**src/rtl/core/chc_pkg.sv**
```systemverilog
`default_nettype none

package chc_pkg;

    // Default arithmetic precision of the normalized axes and the rotation count.
    localparam int FRAC_BITS_DEF    = 16;
    localparam int CORDIC_STEPS_DEF = 16;

    // Angles are degrees with sixteen fraction bits; the accumulator is signed.
    localparam int ANG_FRAC = 16;
    localparam int ZW       = 27;
    localparam int TBL_IW   = 5;

    localparam logic signed [ZW-1:0] Z_90  = ZW'(90 * (1 << ANG_FRAC));
    localparam logic signed [ZW-1:0] Z_180 = ZW'(180 * (1 << ANG_FRAC));
    localparam logic signed [ZW-1:0] Z_360 = ZW'(360 * (1 << ANG_FRAC));
    localparam logic [9:0]           DEG_TURN = 10'd360;

    // Function codes of an input item.
    localparam logic FUNC_CAL  = 1'b0;
    localparam logic FUNC_HEAD = 1'b1;

    typedef struct packed {
        logic       func;
        logic [7:0] x_low;
        logic [7:0] x_high;
        logic [7:0] y_low;
        logic [7:0] y_high;
    } t_in_item;

    typedef struct packed {
        logic [8:0] heading_deg;
        logic       range_error;
    } t_out_item;

    typedef enum logic [2:0] {
        ST_IDLE,
        ST_NORM_LOAD,
        ST_NORM_DIV,
        ST_NORM_END,
        ST_ROT_PRE,
        ST_ROT_STEP,
        ST_WRAP,
        ST_DONE
    } t_state;

    // Arctangent of 2^-i in degrees, sixteen fraction bits, rounded.
    function automatic logic signed [ZW-1:0] atan_deg(input logic [TBL_IW-1:0] idx);
        logic signed [ZW-1:0] v;
        unique case (idx)
            5'd0:    v = ZW'(2949120);
            5'd1:    v = ZW'(1740967);
            5'd2:    v = ZW'(919879);
            5'd3:    v = ZW'(466945);
            5'd4:    v = ZW'(234379);
            5'd5:    v = ZW'(117304);
            5'd6:    v = ZW'(58666);
            5'd7:    v = ZW'(29335);
            5'd8:    v = ZW'(14668);
            5'd9:    v = ZW'(7334);
            5'd10:   v = ZW'(3667);
            5'd11:   v = ZW'(1833);
            5'd12:   v = ZW'(917);
            5'd13:   v = ZW'(458);
            5'd14:   v = ZW'(229);
            5'd15:   v = ZW'(115);
            5'd16:   v = ZW'(57);
            5'd17:   v = ZW'(29);
            5'd18:   v = ZW'(14);
            5'd19:   v = ZW'(7);
            5'd20:   v = ZW'(4);
            5'd21:   v = ZW'(2);
            5'd22:   v = ZW'(1);
            default: v = '0;
        endcase
        return v;
    endfunction

endpackage

`default_nettype wire

```
**src/rtl/core/compass_heading_calibrated.sv**
```systemverilog
// Calibration item: a new item may follow in the next cycle.
// Heading item: the shared restoring divider normalizes X then Y, the CORDIC does
// one rotation per cycle and the angle is wrapped; a zero span skips to the result.
// The result is registered unless the output stalls, and the next item is taken in
// the cycle after it, so no new item is taken while a heading is in progress.
// Synchronous active-low reset returns to idle and restores the limits.
`default_nettype none

module compass_heading_calibrated
    import chc_pkg::*;
#(
    parameter int FRAC_BITS    = FRAC_BITS_DEF,
    parameter int CORDIC_STEPS = CORDIC_STEPS_DEF
) (
    input  wire logic      i_clk,
    input  wire logic      i_rst_n,
    input  wire logic      i_in_valid,
    input  wire t_in_item  i_in_data,
    output logic           o_in_stall,
    output logic           o_out_valid,
    output t_out_item      o_out_data,
    input  wire logic      i_out_stall
);

    localparam int QW = FRAC_BITS + 2;
    localparam int NW = FRAC_BITS + 3;
    localparam int CW = FRAC_BITS + 5;
    localparam int SW = $clog2(CORDIC_STEPS);
    localparam int DW = $clog2(FRAC_BITS + 2);

    t_state r_state, n_state;

    logic signed [15:0] r_x_min, n_x_min, r_x_max, n_x_max;
    logic signed [15:0] r_y_min, n_y_min, r_y_max, n_y_max;
    logic               r_out_valid, n_out_valid;

    logic signed [15:0] r_xv, n_xv, r_yv, n_yv;
    logic               r_err, n_err;
    logic               r_axis, n_axis;
    logic               r_neg, n_neg;
    logic               r_sat, n_sat;
    logic [15:0]        r_ud, n_ud;
    logic [15:0]        r_rem, n_rem;
    logic [QW-1:0]      r_dsh, n_dsh;
    logic [QW-1:0]      r_q, n_q;
    logic [DW-1:0]      r_cnt, n_cnt;
    logic signed [NW-1:0] r_nx, n_nx, r_ny, n_ny;
    logic signed [CW-1:0] r_x, n_x, r_y, n_y;
    logic signed [ZW-1:0] r_z, n_z;
    logic [SW-1:0]      r_step, n_step;
    t_out_item          r_out, n_out;

    logic               in_take, span_zero, out_load;
    logic signed [15:0] cur_v, cur_lo, cur_hi;
    logic signed [17:0] num, num_neg;
    logic signed [16:0] den, den_neg;
    logic [16:0]        un;
    logic [15:0]        ud;
    logic               norm_neg, norm_sat;
    logic [16:0]        div_t, div_diff;
    logic               div_ge;
    logic signed [NW-1:0] norm_val;
    logic signed [CW-1:0] pre_x, pre_y, sh_x, sh_y;
    logic               pre_direct;
    logic [9:0]         deg_raw, deg_wrap;
    logic signed [15:0] in_xv, in_yv;

    // Raw bytes joined into signed axis readings.
    assign in_xv = {i_in_data.x_high, i_in_data.x_low};
    assign in_yv = {i_in_data.y_high, i_in_data.y_low};
    assign in_take = i_in_valid && !o_in_stall;
    assign span_zero = (r_x_max == r_x_min) || (r_y_max == r_y_min);

    // Normalizer front end: numerator, span, signs and saturation test of one axis.
    always_comb begin
        cur_v    = r_axis ? r_yv : r_xv;
        cur_lo   = r_axis ? r_y_min : r_x_min;
        cur_hi   = r_axis ? r_y_max : r_x_max;
        num      = ({{2{cur_v[15]}}, cur_v} <<< 1) - {{2{cur_lo[15]}}, cur_lo}
                   - {{2{cur_hi[15]}}, cur_hi};
        num_neg  = -num;
        den      = {cur_hi[15], cur_hi} - {cur_lo[15], cur_lo};
        den_neg  = -den;
        un       = num[17] ? num_neg[16:0] : num[16:0];
        ud       = den[16] ? den_neg[15:0] : den[15:0];
        norm_neg = num[17] ^ den[16];
        norm_sat = {2'b00, un} >= {1'b0, ud, 2'b00};
    end

    // One restoring division step and the signed, saturated quotient.
    always_comb begin
        div_t    = {r_rem, r_dsh[QW-1]};
        div_diff = div_t - {1'b0, r_ud};
        div_ge   = div_t >= {1'b0, r_ud};
        if (r_sat) begin
            norm_val = r_neg ? {1'b1, {QW{1'b0}}} : {1'b0, {QW{1'b1}}};
        end else begin
            norm_val = r_neg ? -$signed({1'b0, r_q}) : $signed({1'b0, r_q});
        end
    end

    // Rotator operands: normalized axes widened, and the per-step shifts.
    assign pre_x      = {{2{r_nx[NW-1]}}, r_nx};
    assign pre_y      = {{2{r_ny[NW-1]}}, r_ny};
    assign pre_direct = (r_nx == '0) || (r_ny == '0);
    assign sh_x       = r_x >>> r_step;
    assign sh_y       = r_y >>> r_step;

    // Whole degrees with the full-turn wrap.
    assign deg_raw  = r_z[ANG_FRAC+9:ANG_FRAC];
    assign deg_wrap = (deg_raw >= DEG_TURN) ? deg_raw - DEG_TURN : deg_raw;

    // Next state of the sequencer.
    always_comb begin
        n_state = r_state;
        unique case (r_state)
            ST_IDLE: begin
                if (in_take && i_in_data.func == FUNC_HEAD) begin
                    n_state = span_zero ? ST_DONE : ST_NORM_LOAD;
                end
            end
            ST_NORM_LOAD: n_state = norm_sat ? ST_NORM_END : ST_NORM_DIV;
            ST_NORM_DIV: begin
                if (r_cnt == '0) begin
                    n_state = ST_NORM_END;
                end
            end
            ST_NORM_END: n_state = r_axis ? ST_ROT_PRE : ST_NORM_LOAD;
            ST_ROT_PRE:  n_state = pre_direct ? ST_WRAP : ST_ROT_STEP;
            ST_ROT_STEP: begin
                if (r_step == SW'(CORDIC_STEPS - 1)) begin
                    n_state = ST_WRAP;
                end
            end
            ST_WRAP: n_state = ST_DONE;
            ST_DONE: begin
                if (out_load) begin
                    n_state = ST_IDLE;
                end
            end
            default: n_state = ST_IDLE;
        endcase
    end

    // Handshake outputs of the sequencer.
    always_comb begin
        o_in_stall = (r_state != ST_IDLE);
        out_load   = (r_state == ST_DONE) && (!r_out_valid || !i_out_stall);
    end

    assign n_out_valid = out_load || (r_out_valid && i_out_stall);
    assign o_out_valid = r_out_valid;
    assign o_out_data  = r_out;

    // Datapath next values.
    always_comb begin
        n_x_min = r_x_min;
        n_x_max = r_x_max;
        n_y_min = r_y_min;
        n_y_max = r_y_max;
        n_xv    = r_xv;
        n_yv    = r_yv;
        n_err   = r_err;
        n_axis  = r_axis;
        n_neg   = r_neg;
        n_sat   = r_sat;
        n_ud    = r_ud;
        n_rem   = r_rem;
        n_dsh   = r_dsh;
        n_q     = r_q;
        n_cnt   = r_cnt;
        n_nx    = r_nx;
        n_ny    = r_ny;
        n_x     = r_x;
        n_y     = r_y;
        n_z     = r_z;
        n_step  = r_step;
        n_out   = r_out;

        unique case (r_state)
            ST_IDLE: begin
                if (in_take) begin
                    n_xv   = in_xv;
                    n_yv   = in_yv;
                    n_axis = 1'b0;
                    n_err  = span_zero;
                    n_z    = '0;
                    if (i_in_data.func == FUNC_CAL) begin
                        if (in_xv < r_x_min) n_x_min = in_xv;
                        if (in_xv > r_x_max) n_x_max = in_xv;
                        if (in_yv < r_y_min) n_y_min = in_yv;
                        if (in_yv > r_y_max) n_y_max = in_yv;
                    end
                end
            end
            ST_NORM_LOAD: begin
                n_neg = norm_neg;
                n_sat = norm_sat;
                n_ud  = ud;
                n_rem = {1'b0, un[16:2]};
                n_dsh = {un[1:0], {FRAC_BITS{1'b0}}};
                n_q   = '0;
                n_cnt = DW'(FRAC_BITS + 1);
            end
            ST_NORM_DIV: begin
                n_rem = div_ge ? div_diff[15:0] : div_t[15:0];
                n_q   = {r_q[QW-2:0], div_ge};
                n_dsh = r_dsh << 1;
                n_cnt = r_cnt - DW'(1);
            end
            ST_NORM_END: begin
                if (r_axis) begin
                    n_ny = norm_val;
                end else begin
                    n_nx = norm_val;
                end
                n_axis = 1'b1;
            end
            ST_ROT_PRE: begin
                n_step = '0;
                n_x    = pre_x;
                n_y    = pre_y;
                n_z    = '0;
                if (r_nx == '0 && r_ny == '0) begin
                    n_z = '0;
                end else if (r_ny == '0) begin
                    n_z = r_nx[NW-1] ? Z_180 : '0;
                end else if (r_nx == '0) begin
                    n_z = r_ny[NW-1] ? -Z_90 : Z_90;
                end else if (r_nx[NW-1]) begin
                    // Left half plane: turn by a quarter so the rotator starts at x > 0.
                    if (!r_ny[NW-1]) begin
                        n_x = pre_y;
                        n_y = -pre_x;
                        n_z = Z_90;
                    end else begin
                        n_x = -pre_y;
                        n_y = pre_x;
                        n_z = -Z_90;
                    end
                end
            end
            ST_ROT_STEP: begin
                if (!r_y[CW-1]) begin
                    n_x = r_x + sh_y;
                    n_y = r_y - sh_x;
                    n_z = r_z + atan_deg(TBL_IW'(r_step));
                end else begin
                    n_x = r_x - sh_y;
                    n_y = r_y + sh_x;
                    n_z = r_z - atan_deg(TBL_IW'(r_step));
                end
                n_step = r_step + SW'(1);
            end
            ST_WRAP: begin
                if (r_z[ZW-1]) begin
                    n_z = r_z + Z_360;
                end
            end
            ST_DONE: begin
                if (out_load) begin
                    n_out.heading_deg = deg_wrap[8:0];
                    n_out.range_error = r_err;
                end
            end
            default: ;
        endcase
    end

    // Control state and calibration limits.
    always_ff @(posedge i_clk) begin
        if (!i_rst_n) begin
            r_state     <= ST_IDLE;
            r_out_valid <= 1'b0;
            r_x_min     <= 16'sh7FFF;
            r_x_max     <= 16'sh8000;
            r_y_min     <= 16'sh7FFF;
            r_y_max     <= 16'sh8000;
        end else begin
            r_state     <= n_state;
            r_out_valid <= n_out_valid;
            r_x_min     <= n_x_min;
            r_x_max     <= n_x_max;
            r_y_min     <= n_y_min;
            r_y_max     <= n_y_max;
        end
    end

    // Working registers of the divider and rotator.
    always_ff @(posedge i_clk) begin
        r_xv   <= n_xv;
        r_yv   <= n_yv;
        r_err  <= n_err;
        r_axis <= n_axis;
        r_neg  <= n_neg;
        r_sat  <= n_sat;
        r_ud   <= n_ud;
        r_rem  <= n_rem;
        r_dsh  <= n_dsh;
        r_q    <= n_q;
        r_cnt  <= n_cnt;
        r_nx   <= n_nx;
        r_ny   <= n_ny;
        r_x    <= n_x;
        r_y    <= n_y;
        r_z    <= n_z;
        r_step <= n_step;
        r_out  <= n_out;
    end

    // A range error always reports heading zero.
    a_err_zero: assert property (@(posedge i_clk) disable iff (!i_rst_n)
        o_out_valid && o_out_data.range_error |-> o_out_data.heading_deg == '0)
        else $error("range error with nonzero heading");

    // Headings stay within one turn.
    a_deg_range: assert property (@(posedge i_clk) disable iff (!i_rst_n)
        o_out_valid |-> o_out_data.heading_deg < 9'd360)
        else $error("heading out of range");

    // After any calibration item the limits are ordered.
    a_cal_order: assert property (@(posedge i_clk) disable iff (!i_rst_n)
        in_take && i_in_data.func == FUNC_CAL
        |=> (r_x_min <= r_x_max) && (r_y_min <= r_y_max))
        else $error("calibration limits out of order");

    // A heading item keeps the block busy in the next cycle.
    a_head_busy: assert property (@(posedge i_clk) disable iff (!i_rst_n)
        in_take && i_in_data.func == FUNC_HEAD |=> o_in_stall)
        else $error("heading item did not occupy the sequencer");

    // The rotation counter never passes the last step.
    a_step_bound: assert property (@(posedge i_clk) disable iff (!i_rst_n)
        r_state == ST_ROT_STEP |-> r_step <= SW'(CORDIC_STEPS - 1))
        else $error("rotation step counter overran");

endmodule

`default_nettype wire

```
**config.mk**
```make
export PLATFORM = sky130hd
export DESIGN_NAME = compass_heading_calibrated
export DESIGN_NICKNAME = d
export VERILOG_FILES = /design/src/rtl/core/chc_pkg.sv /design/src/rtl/core/compass_heading_calibrated.sv
export SDC_FILE = /design/constraint.sdc
export NUM_CORES = 1
export LEC_CHECK = 0
export ABC_AREA = 0
export BUFFER_PORTS_ARGS = -buffer_cell sky130_fd_sc_hd__buf_4
export CAP_MARGIN = 15
export CORE_MARGIN = 5
export CORE_UTILIZATION = 40
export CTS_BUF_LIST = sky130_fd_sc_hd__clkbuf_4
export CTS_CLUSTER_SIZE = 12
export DETAILED_ROUTE_END_ITERATION = 10
export SKIP_CTS_REPAIR_TIMING = 1
export SYNTH_ARGS = -nofsm -noshare
export SYNTH_HDL_FRONTEND = slang
export SYNTH_SLANG_ARGS = --single-unit
```
**constraint.sdc**
```tcl
create_clock -name i_clk -period 6 [get_ports i_clk]
set_input_delay 0.6 -clock i_clk [delete_from_list [all_inputs] [get_ports i_clk]]
set_output_delay 0.6 -clock i_clk [all_outputs]
set_load 0.05 [all_outputs]
```
==> reports/results.ini <==
[job]
timing.max_cap.violations = 0

[global_route]
overflow = 0
antenna_found_initial = 2
grt_pass1_wl_um = 112000
grt_use_total_pct = 19.6
grt_pass1_vias = 20979
grt_max_degree = 68

[min_path]
hold_path_end = o_out_valid
hold_class = in -> reg
hold_path_depth = 3
worstHoldStart = i_out_stall

[setup_path]
critical-path-top-delay-family = compound AO/OA/AOI/OAI gates
worstReg2RegEnd = r_sat
worstPathCellList = buf_4 -> clkbuf_16 -> o21a_1 -> fa_1 -> ha_1 -> a21oi_1 -> o22ai_1 -> buf_4 -> o31a_1 -> xnor2_1 -> o211ai_1 -> or3_1 -> nor4_1 -> buf_4 -> a21oi_1 -> xor2_1 -> ha_1 -> and4_1 -> nand3_1 -> o2111ai_1 -> a221oi_1 -> o41a_1 -> nor2_1
cpPeakStageDelay_ns = 0.49
cp_common_cell = buf_4
rr_worst_depth = 23
critical_path.endpoint_type = register
crit-reg2reg-launch = r_axis
path_class = reg -> reg
path_buf_inv = 4
crit_required_ns = 6.54
critical_path.slowest_cell = fa_1
critPathLaunchType = register
regToRegSetupSlack_ns = 0.26
cp_max_fo = 22
crit_arrival_ns = 6.28

[logic_synthesis]
synth_edf_count = 214
ys_ff_latch = 304
synth-xor-area-share_pct = 8.93
seq_area_frac_synth_pct = 31.9
synthArstFlopShare_pct = 0
synth-simple-area-share_pct = 15.1
yosysTopAreaCell = edfxtp_1
synth_top_family_by_area = compound AO/OA/AOI/OAI gates
netlist_area_mm2 = 0.0258
yosys_warnings = 0
synth_compound_area_share_pct = 17.2
post_synth.cell_area_avg_um2 = 9.12
syn-num-nets = 3110
synthMuxAreaShare_pct = 9.63
synth_cell_types = 83
synth_fa_ha_area_share_pct = 12.6
ys.flop_type = edfxtp_1
synth_area_leaders = edfxtp_1 (25%), ha_1 (11%), dfxtp_1 (7.0%), xnor2_1 (4.6%), xor2_1 (4.3%)
syn_inst = 2826
yosysTopAreaCellShare_pct = 24.9

[clock_network]
cts_max_path_buffers = 3
numCtsBuffers = 89
clk_latency_ns = 0.84
clk_pin_slew_ns = 0.07
cts_tree = yes
clockRootBuffer = clkbuf_4
htree_levels = 3
cts.sinks = 304

[timing]
drv_slew = 0
setup-violations-final = 0
fin_skew_ns = 0.0550
whs_ns = 0.113
setup_ws_ns = 0.259
fmax_mhz = 174
finalCritPeriodShare_pct = 95.7
finalHoldViolations = 0
fin_crit_ns = 5.74
tightest_slew_ns = 1.08
finalSetupTns_ns = 0
rsz0062_at_grt = yes
slew_headroom_pct = 28.2

[detailed_routing]
routed_wl_um = 71900
wire_per_inst_um = 18.6
num_vias = 21634
ant_nets = 0
viasPerCell = 5.61
route.detailed.drc = 0
first_pass_iters = 6
drt_iter0_drc = 1572

[final_layout]
final_common_cell = nor2_1
fin_nets = 3211
final_cells = 3858
layout-drive-gt1-share_pct = 12.0
area_growth_pct = 11.7
fillers = 6161
mostFrequentLayoutCells = nor2_1 (243), ha_1 (226), edfxtp_1 (214), nand2_1 (211), inv_1 (195)
finish.utilization_pct = 44.9

[floorplan]
chipHeight_um = 264
io_pins = 49
start_util_pct = 40.2
fp-row-count = 93
dieArea_mm2 = 0.0696
core_area_mm2 = 0.0641
chipWidth_um = 264

[placed_design]
hpwlAfterDp_um = 54200
io_buffers = 48
dp_cells = 3654
dp_slack_ns = 0.205
gp_congestion = 0.902

[run_status]
outcome = finished clean

[power]
powerDensity_mw_per_mm2 = 665
p_leak_nw = 12.0
ir_drop_uv = 570

## synth_stat cells, drive strengths merged, types with 20 or more instances
cell type and instances:
nand2 212, nand2b 34, edfxtp 214, mux2 39
a31oi 38, mux2i 103, or3 24, clkbuf 89
a21oi 181, and2 29, nor3 63, a21o 59
mux4 45, o22ai 21, inv 199, buf 26
nor2b 30, o211ai 44, nor4 23, ha 226
xnor2 135, nand3 71, nor2 248, o21ai 155
o21a 56, nand4 20, fa 21, xor2 128
dfxtp 90
## worst max path at each step
stage	from	endpoint	depth (start not counted)	slack [ns]
final	r_axis	r_sat	23	0.26
after global placement	r_axis	r_sat	24	0.34
after global routing	r_axis	r_sat	25	-0.11
after floorplan	r_axis	r_sat	26	0.12
after CTS	r_axis	r_sat	24	0.13
after detailed placement	r_axis	r_sat	24	0.20
## per-layer routing
layer  track usage [%]  vias up  share of wire [%]
li1                  -    10551                  -
met1              25.5    10357                 44
met2              33.7      586                 49
met3              3.08      140                4.7
met4              5.68        0                2.7
met5                 0        -                  0
## registers in the layout, summed over array words and instances (netlist names), 2 cells and up, named ones only
name and cells:
r_state 3, r_x_min 16, r_y 21, r_rem 16, r_x_max 16, r_ud 16, r_y_max 16, r_yv 16
r_dsh 2, o_out_data 10, r_z 27, r_x 21, r_step 4, r_cnt 5, r_xv 16, r_nx 19
r_y_min 16, r_ny 19, r_q 18
## power breakdown
group / switching (mW) / internal, mW
combinational: 7.58 / 5.62
sequential: 0.599 / 3.32
clock: 0.984 / 1.05
total: 9.16 / 9.99
## cell type report
| class | instances | area, um^2 | area share, % |
|---|---|---|---|
| antenna | 1 | 2.50 | 0.00869 |
| clock buffer | 130 | 976 | 3.39 |
| clock inverter | 36 | 196 | 0.682 |
| inverter | 200 | 751 | 2.61 |
| multi-input combinational | 2207 | 16500 | 57.2 |
| sequential | 304 | 8230 | 28.6 |
| tap | 855 | 1070 | 3.72 |
| timing repair buffer | 125 | 1100 | 3.82 |
## metrics by stage
step / power (mW) / cell area (um^2)
floorplan: 13.6 / 25800
global placement: 16.6 / 27100
detailed placement: 16.8 / 27200
CTS: 19.0 / 28300
global route: 20.8 / 28800
finish: 19.2 / 28800
## tightest hold or removal path, stage by stage
cell and delay, ns:
buf_4 0.15, nand2_1 0.06, a21oi_1 0.05
## cells by family after synthesis
group,Yosys count
AO/OA/AOI/OAI,693
XOR/XNOR,263
adder cells (fa/ha/maj),247
buffers and inverters,315
flip-flops,304
multiplexers,187
AND/OR/NAND/NOR,817
No activity file was read; power rests on OpenSTA's default activity.
